### config.mk
export PLATFORM = sky130hd
export DESIGN_NAME = periodic_task_tick_scheduler_flat
export DESIGN_NICKNAME = d
export VERILOG_FILES = /design/src/ptts_pkg.sv /design/src/ptts_if.sv /design/src/periodic_task_tick_scheduler.sv /design/src/ptts_div.sv /design/src/flat_wrapper.sv
export SDC_FILE = /design/constraint.sdc
export NUM_CORES = 2
export LEC_CHECK = 0
export BUFFER_PORTS_ARGS = -buffer_cell sky130_fd_sc_hd__buf_4
export CORE_UTILIZATION = 45
export CTS_CLUSTER_SIZE = 8
export DETAILED_ROUTE_END_ITERATION = 10
export MAX_ROUTING_LAYER = met4
export PLACE_DENSITY = 0.68
export REMOVE_ABC_BUFFERS = 1
export SKIP_LAST_GASP = 1
export SLEW_MARGIN = 5
export SYNTH_ARGS = -nofsm -noshare
export SYNTH_HDL_FRONTEND = slang
export SYNTH_SLANG_ARGS = --single-unit
### constraint.sdc
create_clock -name clk -period 6.68 [get_ports clk]
set_input_delay 0.668 -clock clk [delete_from_list [all_inputs] [get_ports clk]]
set_output_delay 0.668 -clock clk [all_outputs]
set_load 0.03 [all_outputs]
### src/ptts_pkg.sv
// Shared constants, codes and types for the periodic task tick scheduler.
`timescale 1ns / 1ps
package ptts_pkg;

	localparam int DATA_W        = 32;
	localparam int PRIO_W        = 8;
	localparam int KIND_W        = 2;
	localparam int TIDX_W        = 4;
	localparam int DEF_MAX_TASKS = 16;
	localparam int APB_ADDR_W    = 3;

	localparam logic [APB_ADDR_W-1:0] REG_TICK_RATE = '0;

	typedef enum logic [KIND_W-1:0] {
		KIND_ADDED    = 2'd0,
		KIND_REJECTED = 2'd1,
		KIND_DUE      = 2'd2,
		KIND_IDLE     = 2'd3
	} kind_t;

	typedef enum logic [3:0] {
		ST_IDLE,
		ST_ADD_SCAN,
		ST_ADD_DIV,
		ST_TICK_RD,
		ST_TICK_WB,
		ST_SORT_RD_I,
		ST_SORT_LD_I,
		ST_SORT_RD_J,
		ST_SORT_CMP_J,
		ST_EMIT
	} state_t;

	// divider handshake towards the sequencer
	typedef struct packed {
		logic busy;
		logic done;
	} div_stat_t;

endpackage

### src/ptts_if.sv
// Request and result channel interfaces.
`timescale 1ns / 1ps
interface ptts_req_if;
	logic                         valid;
	logic                         ready;
	logic                         mode;
	logic [ptts_pkg::DATA_W-1:0]  frequency;
	logic [ptts_pkg::PRIO_W-1:0]  priority_req;

	modport source (output valid, mode, frequency, priority_req, input ready);
	modport sink   (input valid, mode, frequency, priority_req, output ready);
endinterface

interface ptts_rsp_if;
	logic                         valid;
	logic                         ready;
	logic [ptts_pkg::KIND_W-1:0]  kind;
	logic [ptts_pkg::TIDX_W-1:0]  task_index;
	logic                         last;

	modport source (output valid, kind, task_index, last, input ready);
	modport sink   (input valid, kind, task_index, last, output ready);
endinterface

### src/periodic_task_tick_scheduler.sv
// Top level: periodic task table, tick sequencer and due-task ordering.
`timescale 1ns / 1ps
// Periodic task tick scheduler. Requests on req either add a task (mode 0) or
// report one elapsed tick (mode 1); results leave on rsp, one beat each,
// with last set on the final beat for a request. The block takes one request
// at a time and drops ready until its last result beat is loaded into the
// output register. An add scans the slots for a free one and then runs the
// bit-serial divider, which yields 32 quotient bits and then a done pulse.
// A tick walks every slot through the slot memory, which has one write and
// one registered read port, then orders the n due tasks by an exchange sort
// over the due list memory; any output stall holds the beats back. tick_rate
// is written over APB at byte address 0 and should only be changed while the
// block is idle; it affects later adds only. No clearing pass after reset:
// slot contents are only used once the slot has been filled by an add.
module periodic_task_tick_scheduler #(
	parameter int MAX_TASKS = ptts_pkg::DEF_MAX_TASKS
) (
	input  logic                            clk,
	input  logic                            arst_n,
	ptts_req_if.sink                        req,
	ptts_rsp_if.source                      rsp,
	input  logic                            psel,
	input  logic                            penable,
	input  logic                            pwrite,
	input  logic [ptts_pkg::APB_ADDR_W-1:0] paddr,
	input  logic [ptts_pkg::DATA_W-1:0]     pwdata,
	output logic [ptts_pkg::DATA_W-1:0]     prdata,
	output logic                            pready
);
	localparam int W  = ptts_pkg::DATA_W;
	localparam int PW = ptts_pkg::PRIO_W;
	localparam int IW = (MAX_TASKS > 1) ? $clog2(MAX_TASKS) : 1;
	localparam int CW = $clog2(MAX_TASKS + 1);
	localparam logic [CW-1:0] N_SLOTS = CW'(MAX_TASKS);

	typedef struct packed {
		logic [W-1:0]  interval;
		logic [W-1:0]  countdown;
		logic [PW-1:0] prio;
	} slot_t;

	typedef struct packed {
		logic [IW-1:0] idx;
		logic [PW-1:0] prio;
	} due_t;

	// APB register
	logic [W-1:0] tick_rate_q;
	logic         reg_sel;

	assign pready  = 1'b1;
	assign reg_sel = (paddr[ptts_pkg::APB_ADDR_W-1] == ptts_pkg::REG_TICK_RATE[
		ptts_pkg::APB_ADDR_W-1]);
	assign prdata  = reg_sel ? tick_rate_q : '0;

	always_ff @(posedge clk or negedge arst_n) begin
		if (!arst_n) begin
			tick_rate_q <= '0;
		end else if (psel && penable && pwrite && reg_sel) begin
			tick_rate_q <= pwdata;
		end
	end

	// sequencer state
	ptts_pkg::state_t state_q, state_d;
	logic [MAX_TASKS-1:0] active_q;
	logic [CW-1:0] ptr_q, ptr_d;        // slot scan / inner sort pointer
	logic [CW-1:0] pos_q, pos_d;        // outer sort position
	logic [CW-1:0] n_q, n_d;            // due count
	logic [IW-1:0] cur_idx_q, cur_idx_d;
	logic [PW-1:0] cur_prio_q, cur_prio_d;
	logic [W-1:0]  freq_q;
	logic [PW-1:0] prio_q;
	ptts_pkg::kind_t res_kind_q, res_kind_d;
	logic [IW-1:0] res_idx_q, res_idx_d;
	logic          res_last_q, res_last_d;

	// output register
	logic                    out_valid_q;
	ptts_pkg::kind_t         out_kind_q;
	logic [ptts_pkg::TIDX_W-1:0] out_idx_q;
	logic                    out_last_q;
	logic                    out_free;
	logic                    out_load;

	// memories
	slot_t slot_mem [MAX_TASKS];
	slot_t slot_rd_q;
	logic [IW-1:0] slot_raddr;
	logic          slot_we;
	logic [IW-1:0] slot_waddr;
	slot_t         slot_wdata;

	due_t  due_mem [MAX_TASKS];
	due_t  due_rd_q;
	logic [IW-1:0] due_raddr;
	logic          due_we;
	logic [IW-1:0] due_waddr;
	due_t          due_wdata;

	// divider
	logic                div_start;
	ptts_pkg::div_stat_t div_stat;
	logic [W-1:0]        div_quo;
	logic [W-1:0]        interval;
	logic                accept;
	logic                set_active;
	logic [W-1:0]        cd_dec;

	ptts_div u_div (
		.clk      (clk),
		.arst_n   (arst_n),
		.start    (div_start),
		.dividend (tick_rate_q),
		.divisor  (freq_q),
		.stat     (div_stat),
		.quotient (div_quo)
	);

	assign interval = (div_quo == '0) ? W'(1) : div_quo;
	assign accept   = req.valid && req.ready;
	assign out_free = !out_valid_q || rsp.ready;
	assign cd_dec   = slot_rd_q.countdown - 1'b1;

	always_comb begin
		state_d    = state_q;
		ptr_d      = ptr_q;
		pos_d      = pos_q;
		n_d        = n_q;
		cur_idx_d  = cur_idx_q;
		cur_prio_d = cur_prio_q;
		res_kind_d = res_kind_q;
		res_idx_d  = res_idx_q;
		res_last_d = res_last_q;
		req.ready  = 1'b0;
		div_start  = 1'b0;
		out_load   = 1'b0;
		set_active = 1'b0;
		slot_raddr = ptr_q[IW-1:0];
		slot_we    = 1'b0;
		slot_waddr = ptr_q[IW-1:0];
		slot_wdata = slot_rd_q;
		due_raddr  = ptr_q[IW-1:0];
		due_we     = 1'b0;
		due_waddr  = ptr_q[IW-1:0];
		due_wdata  = '{idx: cur_idx_q, prio: cur_prio_q};
		unique case (state_q)
			ptts_pkg::ST_IDLE: begin
				req.ready = 1'b1;
				ptr_d     = '0;
				n_d       = '0;
				if (req.valid) begin
					if (req.mode) begin
						state_d = ptts_pkg::ST_TICK_RD;
					end else if (req.frequency == '0 || req.frequency > tick_rate_q) begin
						res_kind_d = ptts_pkg::KIND_REJECTED;
						res_idx_d  = '0;
						res_last_d = 1'b1;
						state_d    = ptts_pkg::ST_EMIT;
					end else begin
						state_d = ptts_pkg::ST_ADD_SCAN;
					end
				end
			end
			ptts_pkg::ST_ADD_SCAN: begin
				priority if (ptr_q == N_SLOTS) begin
					res_kind_d = ptts_pkg::KIND_REJECTED;
					res_idx_d  = '0;
					res_last_d = 1'b1;
					state_d    = ptts_pkg::ST_EMIT;
				end else if (!active_q[ptr_q[IW-1:0]]) begin
					div_start = 1'b1;
					state_d   = ptts_pkg::ST_ADD_DIV;
				end else begin
					ptr_d = ptr_q + 1'b1;
				end
			end
			ptts_pkg::ST_ADD_DIV: begin
				if (div_stat.done) begin
					slot_we    = 1'b1;
					slot_wdata = '{interval: interval, countdown: interval, prio: prio_q};
					set_active = 1'b1;
					res_kind_d = ptts_pkg::KIND_ADDED;
					res_idx_d  = ptr_q[IW-1:0];
					res_last_d = 1'b1;
					state_d    = ptts_pkg::ST_EMIT;
				end
			end
			ptts_pkg::ST_TICK_RD: begin
				priority if (ptr_q == N_SLOTS) begin
					if (n_q == '0) begin
						res_kind_d = ptts_pkg::KIND_IDLE;
						res_idx_d  = '0;
						res_last_d = 1'b1;
						state_d    = ptts_pkg::ST_EMIT;
					end else begin
						pos_d   = '0;
						state_d = ptts_pkg::ST_SORT_RD_I;
					end
				end else if (active_q[ptr_q[IW-1:0]]) begin
					state_d = ptts_pkg::ST_TICK_WB;
				end else begin
					ptr_d = ptr_q + 1'b1;
				end
			end
			ptts_pkg::ST_TICK_WB: begin
				// countdown hits zero: reload now, queue slot for ordering; else store it decremented
				slot_we = 1'b1;
				if (cd_dec == '0) begin
					slot_wdata.countdown = slot_rd_q.interval;
					due_we    = 1'b1;
					due_waddr = n_q[IW-1:0];
					due_wdata = '{idx: ptr_q[IW-1:0], prio: slot_rd_q.prio};
					n_d       = n_q + 1'b1;
				end else begin
					slot_wdata.countdown = cd_dec;
				end
				ptr_d   = ptr_q + 1'b1;
				state_d = ptts_pkg::ST_TICK_RD;
			end
			ptts_pkg::ST_SORT_RD_I: begin
				due_raddr = pos_q[IW-1:0];
				state_d   = ptts_pkg::ST_SORT_LD_I;
			end
			ptts_pkg::ST_SORT_LD_I: begin
				cur_idx_d  = due_rd_q.idx;
				cur_prio_d = due_rd_q.prio;
				ptr_d      = pos_q + 1'b1;
				state_d    = ptts_pkg::ST_SORT_RD_J;
			end
			ptts_pkg::ST_SORT_RD_J: begin
				if (ptr_q == n_q) begin
					res_kind_d = ptts_pkg::KIND_DUE;
					res_idx_d  = cur_idx_q;
					res_last_d = (pos_q + 1'b1 == n_q);
					state_d    = ptts_pkg::ST_EMIT;
				end else begin
					state_d = ptts_pkg::ST_SORT_CMP_J;
				end
			end
			ptts_pkg::ST_SORT_CMP_J: begin
				// strictly lower priority swaps into the current position
				if (due_rd_q.prio < cur_prio_q) begin
					due_we     = 1'b1;
					cur_idx_d  = due_rd_q.idx;
					cur_prio_d = due_rd_q.prio;
				end
				ptr_d   = ptr_q + 1'b1;
				state_d = ptts_pkg::ST_SORT_RD_J;
			end
			ptts_pkg::ST_EMIT: begin
				if (out_free) begin
					out_load = 1'b1;
					if (res_last_q) begin
						state_d = ptts_pkg::ST_IDLE;
					end else begin
						pos_d   = pos_q + 1'b1;
						state_d = ptts_pkg::ST_SORT_RD_I;
					end
				end
			end
			default: state_d = ptts_pkg::ST_IDLE;
		endcase
	end

	always_ff @(posedge clk or negedge arst_n) begin
		if (!arst_n) begin
			state_q     <= ptts_pkg::ST_IDLE;
			active_q    <= '0;
			out_valid_q <= 1'b0;
			ptr_q       <= '0;
			pos_q       <= '0;
			n_q         <= '0;
		end else begin
			state_q <= state_d;
			ptr_q   <= ptr_d;
			pos_q   <= pos_d;
			n_q     <= n_d;
			if (set_active) begin
				active_q[ptr_q[IW-1:0]] <= 1'b1;
			end
			if (out_load) begin
				out_valid_q <= 1'b1;
			end else if (rsp.ready) begin
				out_valid_q <= 1'b0;
			end
		end
	end

	always_ff @(posedge clk) begin
		cur_idx_q  <= cur_idx_d;
		cur_prio_q <= cur_prio_d;
		res_kind_q <= res_kind_d;
		res_idx_q  <= res_idx_d;
		res_last_q <= res_last_d;
		if (accept) begin
			freq_q <= req.frequency;
			prio_q <= req.priority_req;
		end
		if (out_load) begin
			out_kind_q <= res_kind_q;
			out_idx_q  <= ptts_pkg::TIDX_W'(res_idx_q);
			out_last_q <= res_last_q;
		end
	end

	// slot table: one write, one registered read per cycle
	always_ff @(posedge clk) begin
		if (slot_we) begin
			slot_mem[slot_waddr] <= slot_wdata;
		end
		slot_rd_q <= slot_mem[slot_raddr];
	end

	// due list
	always_ff @(posedge clk) begin
		if (due_we) begin
			due_mem[due_waddr] <= due_wdata;
		end
		due_rd_q <= due_mem[due_raddr];
	end

	assign rsp.valid      = out_valid_q;
	assign rsp.kind       = out_kind_q;
	assign rsp.task_index = out_idx_q;
	assign rsp.last       = out_last_q;
endmodule

### src/ptts_div.sv
// Restoring unsigned divider, one quotient bit per cycle.
`timescale 1ns / 1ps
module ptts_div (
	input  logic                        clk,
	input  logic                        arst_n,
	input  logic                        start,
	input  logic [ptts_pkg::DATA_W-1:0] dividend,
	input  logic [ptts_pkg::DATA_W-1:0] divisor,
	output ptts_pkg::div_stat_t         stat,
	output logic [ptts_pkg::DATA_W-1:0] quotient
);
	localparam int W  = ptts_pkg::DATA_W;
	localparam int CW = $clog2(W + 1);

	logic [W:0]    rem_q;
	logic [W-1:0]  quo_q;
	logic [W-1:0]  dsr_q;
	logic [CW-1:0] cnt_q;
	logic          busy_q;
	logic          done_q;
	logic [W:0]    rem_sh;
	logic [W:0]    diff;

	assign rem_sh = {rem_q[W-1:0], quo_q[W-1]};
	assign diff   = rem_sh - {1'b0, dsr_q};

	always_ff @(posedge clk or negedge arst_n) begin
		if (!arst_n) begin
			busy_q <= 1'b0;
			done_q <= 1'b0;
			cnt_q  <= '0;
		end else begin
			done_q <= 1'b0;
			if (start && !busy_q) begin
				busy_q <= 1'b1;
				cnt_q  <= CW'(W);
			end else if (busy_q) begin
				cnt_q <= cnt_q - 1'b1;
				if (cnt_q == CW'(1)) begin
					busy_q <= 1'b0;
					done_q <= 1'b1;
				end
			end
		end
	end

	always_ff @(posedge clk) begin
		if (start && !busy_q) begin
			rem_q <= '0;
			quo_q <= dividend;
			dsr_q <= divisor;
		end else if (busy_q) begin
			if (!diff[W]) begin
				rem_q <= diff;
				quo_q <= {quo_q[W-2:0], 1'b1};
			end else begin
				rem_q <= rem_sh;
				quo_q <= {quo_q[W-2:0], 1'b0};
			end
		end
	end

	assign stat.busy = busy_q;
	assign stat.done = done_q;
	assign quotient  = quo_q;
endmodule

### src/flat_wrapper.sv
// flat-port wrapper written by rule: the top's interface ports become plain ports
module periodic_task_tick_scheduler_flat 
#(
	parameter int MAX_TASKS = ptts_pkg::DEF_MAX_TASKS
)
  (clk, arst_n, psel, penable, pwrite, paddr, pwdata, prdata, pready, req_valid, req_mode, req_frequency, req_priority_req, req_ready, rsp_valid, rsp_kind, rsp_task_index, rsp_last, rsp_ready);
  ptts_req_if req_i ();
  ptts_rsp_if rsp_i ();
  input  logic clk;
  input  logic arst_n;
  input  logic psel;
  input  logic penable;
  input  logic pwrite;
  input  logic [ptts_pkg::APB_ADDR_W-1:0] paddr;
  input  logic [ptts_pkg::DATA_W-1:0] pwdata;
  output logic [ptts_pkg::DATA_W-1:0] prdata;
  output logic pready;
  input wire logic [$bits(req_i.valid)-1:0] req_valid;
  input wire logic [$bits(req_i.mode)-1:0] req_mode;
  input wire logic [$bits(req_i.frequency)-1:0] req_frequency;
  input wire logic [$bits(req_i.priority_req)-1:0] req_priority_req;
  output wire logic [$bits(req_i.ready)-1:0] req_ready;
  output wire logic [$bits(rsp_i.valid)-1:0] rsp_valid;
  output wire logic [$bits(rsp_i.kind)-1:0] rsp_kind;
  output wire logic [$bits(rsp_i.task_index)-1:0] rsp_task_index;
  output wire logic [$bits(rsp_i.last)-1:0] rsp_last;
  input wire logic [$bits(rsp_i.ready)-1:0] rsp_ready;
  assign req_i.valid = req_valid;
  assign req_i.mode = req_mode;
  assign req_i.frequency = req_frequency;
  assign req_i.priority_req = req_priority_req;
  assign req_ready = req_i.ready;
  assign rsp_valid = rsp_i.valid;
  assign rsp_kind = rsp_i.kind;
  assign rsp_task_index = rsp_i.task_index;
  assign rsp_last = rsp_i.last;
  assign rsp_i.ready = rsp_ready;
  periodic_task_tick_scheduler #(.MAX_TASKS(MAX_TASKS)) u_core (.clk(clk), .arst_n(arst_n), .req(req_i), .rsp(rsp_i), .psel(psel), .penable(penable), .pwrite(pwrite), .paddr(paddr), .pwdata(pwdata), .prdata(prdata), .pready(pready));
endmodule
After elaboration in Yosys (flattened, before gate mapping)
Memory sizes are Yosys's and may differ from the RTL's. A register that Yosys moved wholly into a read port is not among the register bits.
Cells that the tools add are included.
{"block": "totals", "register_bits": 238, "mem_bits_rw": 1344, "inputBits": 83, "out_inout_bits": 42, "word_cells": 201, "mem_count": 2}
{"block": "classes", "n_addsub": 6, "order_cmp": 4, "n_eq_ne": 32, "mux": 102, "bitwise_logic": 2, "n_reduce_logical": 30}
{"name": "u_core.slot_mem", "depth": 16, "width": 72, "read_ports": 1, "rd_clocked_by_memory_dff": 1, "write_ports": 1, "line": "periodic_task_tick_scheduler.sv:87", "rtl": "slot_t slot_mem [MAX_TASKS];"}
{"name": "u_core.due_mem", "depth": 16, "width": 12, "read_ports": 1, "rd_clocked_by_memory_dff": 1, "write_ports": 1, "line": "periodic_task_tick_scheduler.sv:94", "rtl": "due_t due_mem [MAX_TASKS];"}
{"cell": "two-way mux 32 bit", "count": 7}
{"cell": "logical NOT 32 bit", "count": 3}
{"cell": "two-way mux 4 bit", "count": 22}
{"cell": "two-way mux 72 bit", "count": 1}
{"cell": "case mux 32 bit (2 select lines)", "count": 1}
{"cell": "two-way mux 5 bit", "count": 9}
{"cell": "case mux 4 bit (9 select lines)", "count": 1}
{"cell": "two-way mux 1 bit", "count": 34}
{"cell": "subtractor 33 x 32 -> 33 bit", "count": 1}
{"cell": "greater-than comparator 32 bit", "count": 1}
{"cell": "subtractor 32 x 1 -> 32 bit (second input constant)", "count": 1}
{"cell": "case mux 5 bit (5 select lines)", "count": 1}
{"cell": "two-way mux 12 bit", "count": 2}
{"cell": "case mux 4 bit (5 select lines)", "count": 1}
{"cell": "case mux 5 bit (2 select lines)", "count": 2}
{"cell": "!= test 2 x 1 -> 1 bit (second input constant)", "count": 9}
{"cell": "equality test 4 x 3 -> 1 bit (second input constant)", "count": 4}
{"cell": "two-way mux 2 bit", "count": 8}
{"cell": "two-way mux 8 bit", "count": 2}
{"cell": "!= test 2 bit (second input constant)", "count": 8}
{"cell": "bitwise OR 16 bit", "count": 1}
{"cell": "case mux 8 bit (2 select lines)", "count": 1}
{"cell": "adder 5 x 1 -> 5 bit (second input constant)", "count": 3}
{"cell": "AND reduction 5 bit", "count": 3}
{"cell": "31 further kinds", "count": 50}

Logic depth before layout (Yosys ltp)
{"block": "logic_depth", "depth_word": 7, "ltp_mapped": 15, "depth_no_buf": 11}

Hierarchy
From an unflattened synthesis, not the netlist that was laid out.
{"block": "unflattened", "cells_unflattened": 3626, "area_unflattened_um2": 67364.6}
{"module": "periodic_task_tick_scheduler", "instances": 1, "cells_each": 3089, "area_each_um2": 61549.0, "seq_area_each_um2": 45723.9}
{"module": "ptts_div", "instances": 1, "cells_each": 537, "area_each_um2": 5815.6, "seq_area_each_um2": 2762.6}

Worst setup path before layout
Ideal clock, no wire load.
{"block": "synth_timing", "path_kind": "register to register", "from": "register u_core.state_q[1]", "to": "memory u_core.slot_mem[7][0] (netlist bit) (enable)", "setup_time_ns": 0.590, "arrival_time_ns": 6.389, "t_required_ns": 6.090, "slack_ns": -0.299, "path_stages_with_launch": 8, "path_buffers": 3, "period_less_slack_ns": 6.979, "cell_sequence": "dfrtp_1 -> clkbuf_1 -> and3_1 -> clkbuf_1 -> and2_1 -> clkbuf_1 -> nor2_1 -> nor3_1"}
{"block": "synth_between", "elab_chain_cells": 4, "elab_cells_between_ends": 5, "classes_between": "2 x eq/ne; 3 x mux"}
{"element": "start, declared", "line": "periodic_task_tick_scheduler.sv:65", "rtl": "ptts_pkg::state_t state_q, state_d;"}
{"element": "start signal, assigned", "line": "periodic_task_tick_scheduler.sv:268", "rtl": "state_q <= ptts_pkg::ST_IDLE;"}
{"element": "start signal, assigned", "line": "periodic_task_tick_scheduler.sv:275", "rtl": "state_q <= state_d;"}
{"element": "equality test 4 x 3 -> 1 bit or equality test 4 x 2 -> 1 bit (tied branches)", "line": "periodic_task_tick_scheduler.sv:147", "rtl": "unique case (state_q)"}
{"element": "case mux 1 bit (2 select lines) *", "line": "periodic_task_tick_scheduler.sv:147"}
{"element": "two-way mux 1 bit *", "line": "periodic_task_tick_scheduler.sv:309", "rtl": "if (slot_we) begin"}
{"element": "two-way mux 1 bit (implied by the code) *", "line": "periodic_task_tick_scheduler.sv:310", "rtl": "slot_mem[slot_waddr] <= slot_wdata;"}
{"element": "end, declared", "line": "periodic_task_tick_scheduler.sv:87"}
Mark *: on every way between the ends. The rest lies on a longest branch, timed or not.

Worst setup path in the final report
{"block": "layout_timing", "from": "register u_core.state_q[3]", "to": "memory u_core.slot_mem[6][40] (netlist bit) (enable)"}
Same word-level chain as after synthesis.

==> out/qor.yml <==
worst_setup_path:
  critPathMostFrequentCell: "buf_4"
  r2r-start: "u_core.state_q[3]"
  critPathMaxFanout: 35
  crit_family: "simple AND/OR/NAND/NOR gates"
  critPathMaxStageDelay_ps: 760
  critical_path_buf_inv_count: 2
  crit_arrival_ps: 5040
  crit_chain: "nor2_1 -> and3_1 -> nand2_2 -> nand2_1 -> buf_4 -> and3_4 -> buf_4"
  startpoint: "u_core.state_q[3]"
  cp-start-kind: "register"
  end_kind: "register"
  slowest_stage: "nand2_1"
  worstSetupPathType: "register to register"
  cp.required_ps: 7140
placement:
  place_hpwl_um: 93700
  placement.io_buffers: 121
  place_congestion: 0.921
  dp_cells: 5654
final_layout:
  fin_cells: 6089
  multiInputGateArea_um2: 17900
  fillers: 11500
  mostFrequentLayoutCells: "edfxtp_1, mux4_2, nand2_1"
  finalNetCount: 4131
  n_antenna_cell: 0
  drive_above_1_share: 0.243
  syn2layout_area_growth_pct: 15.3
  final_common_cell: "edfxtp_1"
  regArea_um2: 48500
global_routing:
  grt_first_pass_wirelength_um: 238000
  grt_start_max_net_pins: 139
  grt-ovfl-total: 0
  antenna_found_initial: 2
  grt_pass1_vias: 36000
  grt_usage: 0.219
routing:
  routed_wl_um: 161000
  dr_total_vias: 36300
  antenna_left: 0
  via_per_inst: 5.96
  routedWlPerCell_um: 26.5
  drc: 0
  first_pass_iters: 6
  drtIter0Drc: 4200
sta:
  relSlewSlack: 0.196
  worst_slew_pin_slew_ps: 1210
  hold_viol: 0
  clock_skew_ps: 33.5
  slew_violations: 0
  setup_tns_ps: 0
  fmax_ghz: 0.218
  post-route-period-util: 0.687
  rsz0062_at_grt: "no"
  min_period_ps: 4590
  timing.hold.ws_ps: 58.5
  setup_viol: 0
clocking:
  clock_path_buffers: 3
  cts_root_buf: "clkbuf_16"
  clkTransAtPathRegs_ps: 50
  cts_buffers: 226
  cts_setup_buffers: 0
  clkSinkCount: 1666
  cts_tree: "built"
  cts_resized: 0
  htree_levels: 4
  clkLatencyLatePin_ps: 840
pwr:
  power-per-cell-area_nw_per_um2: 438
  swShare: 0.301
  p_leak_uw: 0.0261
  internal-power_uw: 23800
  ir_drop_mv: 0.374
  p_seq_frac: 0.425
  power_switching_uw: 10200
  p_clk_frac: 0.313
  pwr-share-comb: 0.262
floorplanning:
  die-area_um2: 151000
  die_x_um: 389
  initial_core_util: 0.455
  coreArea_um2: 148000
  rows: 141
  die_y_um: 389
  io_pins: 125
worst_hold_path:
  hp-class: "input pin to register"
  hold_path.startpoint: "req_frequency[7]"
synthesis:
  synth.distinct_cells: 84
  ys.flop_type: "edfxtp_1"
  syn_avg_cell_area_um2: 18.2
  synth_seq_cells: 1666
  netlist_instances: 3699
  ys_seq_area_frac: 0.719
  synth_area_um2: 67400
  synth_enable_flop_cells: 1474
  async_flop_share: 0.0456
  ys_warn_count: 0
status:
  status: "complete, no violations"
flow_run:
  maxCapViolCount: 0
==> power by group through the flow <==
stage	Sequential [µW]	Clock, µW	Combinational [µW]
6_report	14500	10700	8920
4_1_cts	14400	10800	8980
3_3_place_gp	14600	0	8800
2_1_floorplan	14700	0	6720
5_1_grt	14500	11200	9690
3_5_place_dp	14600	0	8920
==> path summary, 6_finish.rpt <==
kind	to	slack, ps	cells after the start
min	u_core.freq_q[7]	60	1
max reg2reg	u_core.slot_mem[6][40]	2090	7
min reg2reg	u_core.cur_idx_q[2]	410	0
max	u_core.slot_mem[6][40]	2090	7
min in group asynchronous	u_core.pos_q[2]	340	2
max in group asynchronous	u_core.u_div.busy_q	5310	3
==> final cells by class <==
class / instances / area share
timing repair buffer: 228 / 0.0229
clock inverter: 12 / 0.00280
inverter: 103 / 0.00498
multi-input combinational: 1740 / 0.231
clock buffer: 410 / 0.0828
tap: 1930 / 0.0311
sequential: 1666 / 0.624
==> cells in the mapped netlist (all sizes together), types with 21 or more instances <==
cell | instances | area (µm²)
nor3 | 37 | 213
dfrtp | 76 | 1900
nand3 | 43 | 215
o211ai | 47 | 353
and3 | 28 | 175
inv | 102 | 383
nand2 | 346 | 1300
a31oi | 25 | 156
dfxtp | 116 | 2320
edfxtp | 1474 | 44300
mux2 | 66 | 743
clkbuf | 133 | 499
mux4 | 413 | 9300
nor2 | 105 | 399
buf | 57 | 259
and2 | 23 | 144
nand4 | 21 | 146
xnor2 | 32 | 280
o21ai | 91 | 459
a21oi | 63 | 315
nor4 | 24 | 175
a21o | 39 | 293
ha | 82 | 1030
==> cells by family (layout without fill, tap and decap cells) <==
| logic type | Yosys count | count (layout) | synth area share |
|---|---|---|---|
| flip-flops | 1666 | 1666 | 0.719 |
| AND/OR/NAND/NOR | 700 | 700 | 0.0490 |
| multiplexers | 488 | 488 | 0.150 |
| AO/OA/AOI/OAI | 418 | 418 | 0.0422 |
| buffers and inverters | 293 | 753 | 0.0170 |
| adder cells (fa/ha/maj) | 83 | 83 | 0.0155 |
| XOR/XNOR | 50 | 50 | 0.00650 |
| other | 1 | 1 | 0.0000556 |
==> routing by layer <==
metal,vias to the layer above,part of all wire,track usage
met4,0,0.022,0.0599
met3,251,0.083,0.0370
met2,1592,0.48,0.336
met5,-,0,-
met1,19000,0.42,0.306
li1,15500,-,-
==> repair_timing <==
action	4_1_cts	5_1_grt
endpoints found under the hold margin	45	0
setup endpoints to repair	0	0
hold buffers	13	0
==> flip-flops by register name, summed over array words and instances, names as in the netlist, 6 cells and up <==
name	count
u_core.u_div.rem_q	32
u_core.u_div.cnt_q	6
u_core.cur_prio_q	8
u_core.slot_rd_q	72
u_core.u_div.quotient	32
u_core.prio_q	8
u_core.tick_rate_q	32
u_core.active_q	16
u_core.slot_mem	1152
u_core.due_mem	192
u_core.freq_q	32
u_core.due_rd_q	12
u_core.u_div.dsr_q	32
==> metrics by stage <==
| stage | cell area [µm²] | utilization | setup WS [ps] | power, µW |
|---|---|---|---|---|
| 2_1_floorplan | 66600 | - | -20550 | 21400 |
| 3_3_place_gp | 70900 | 0.478 | 2150 | 23400 |
| 3_5_place_dp | 70900 | 0.478 | 2080 | 23500 |
| 4_1_cts | 77700 | 0.524 | 2040 | 34200 |
| 5_1_grt | 77700 | 0.524 | 1880 | 35500 |
| 6_report | 77700 | 0.524 | 2090 | 34000 |
(Power assumes the default switching activity.)
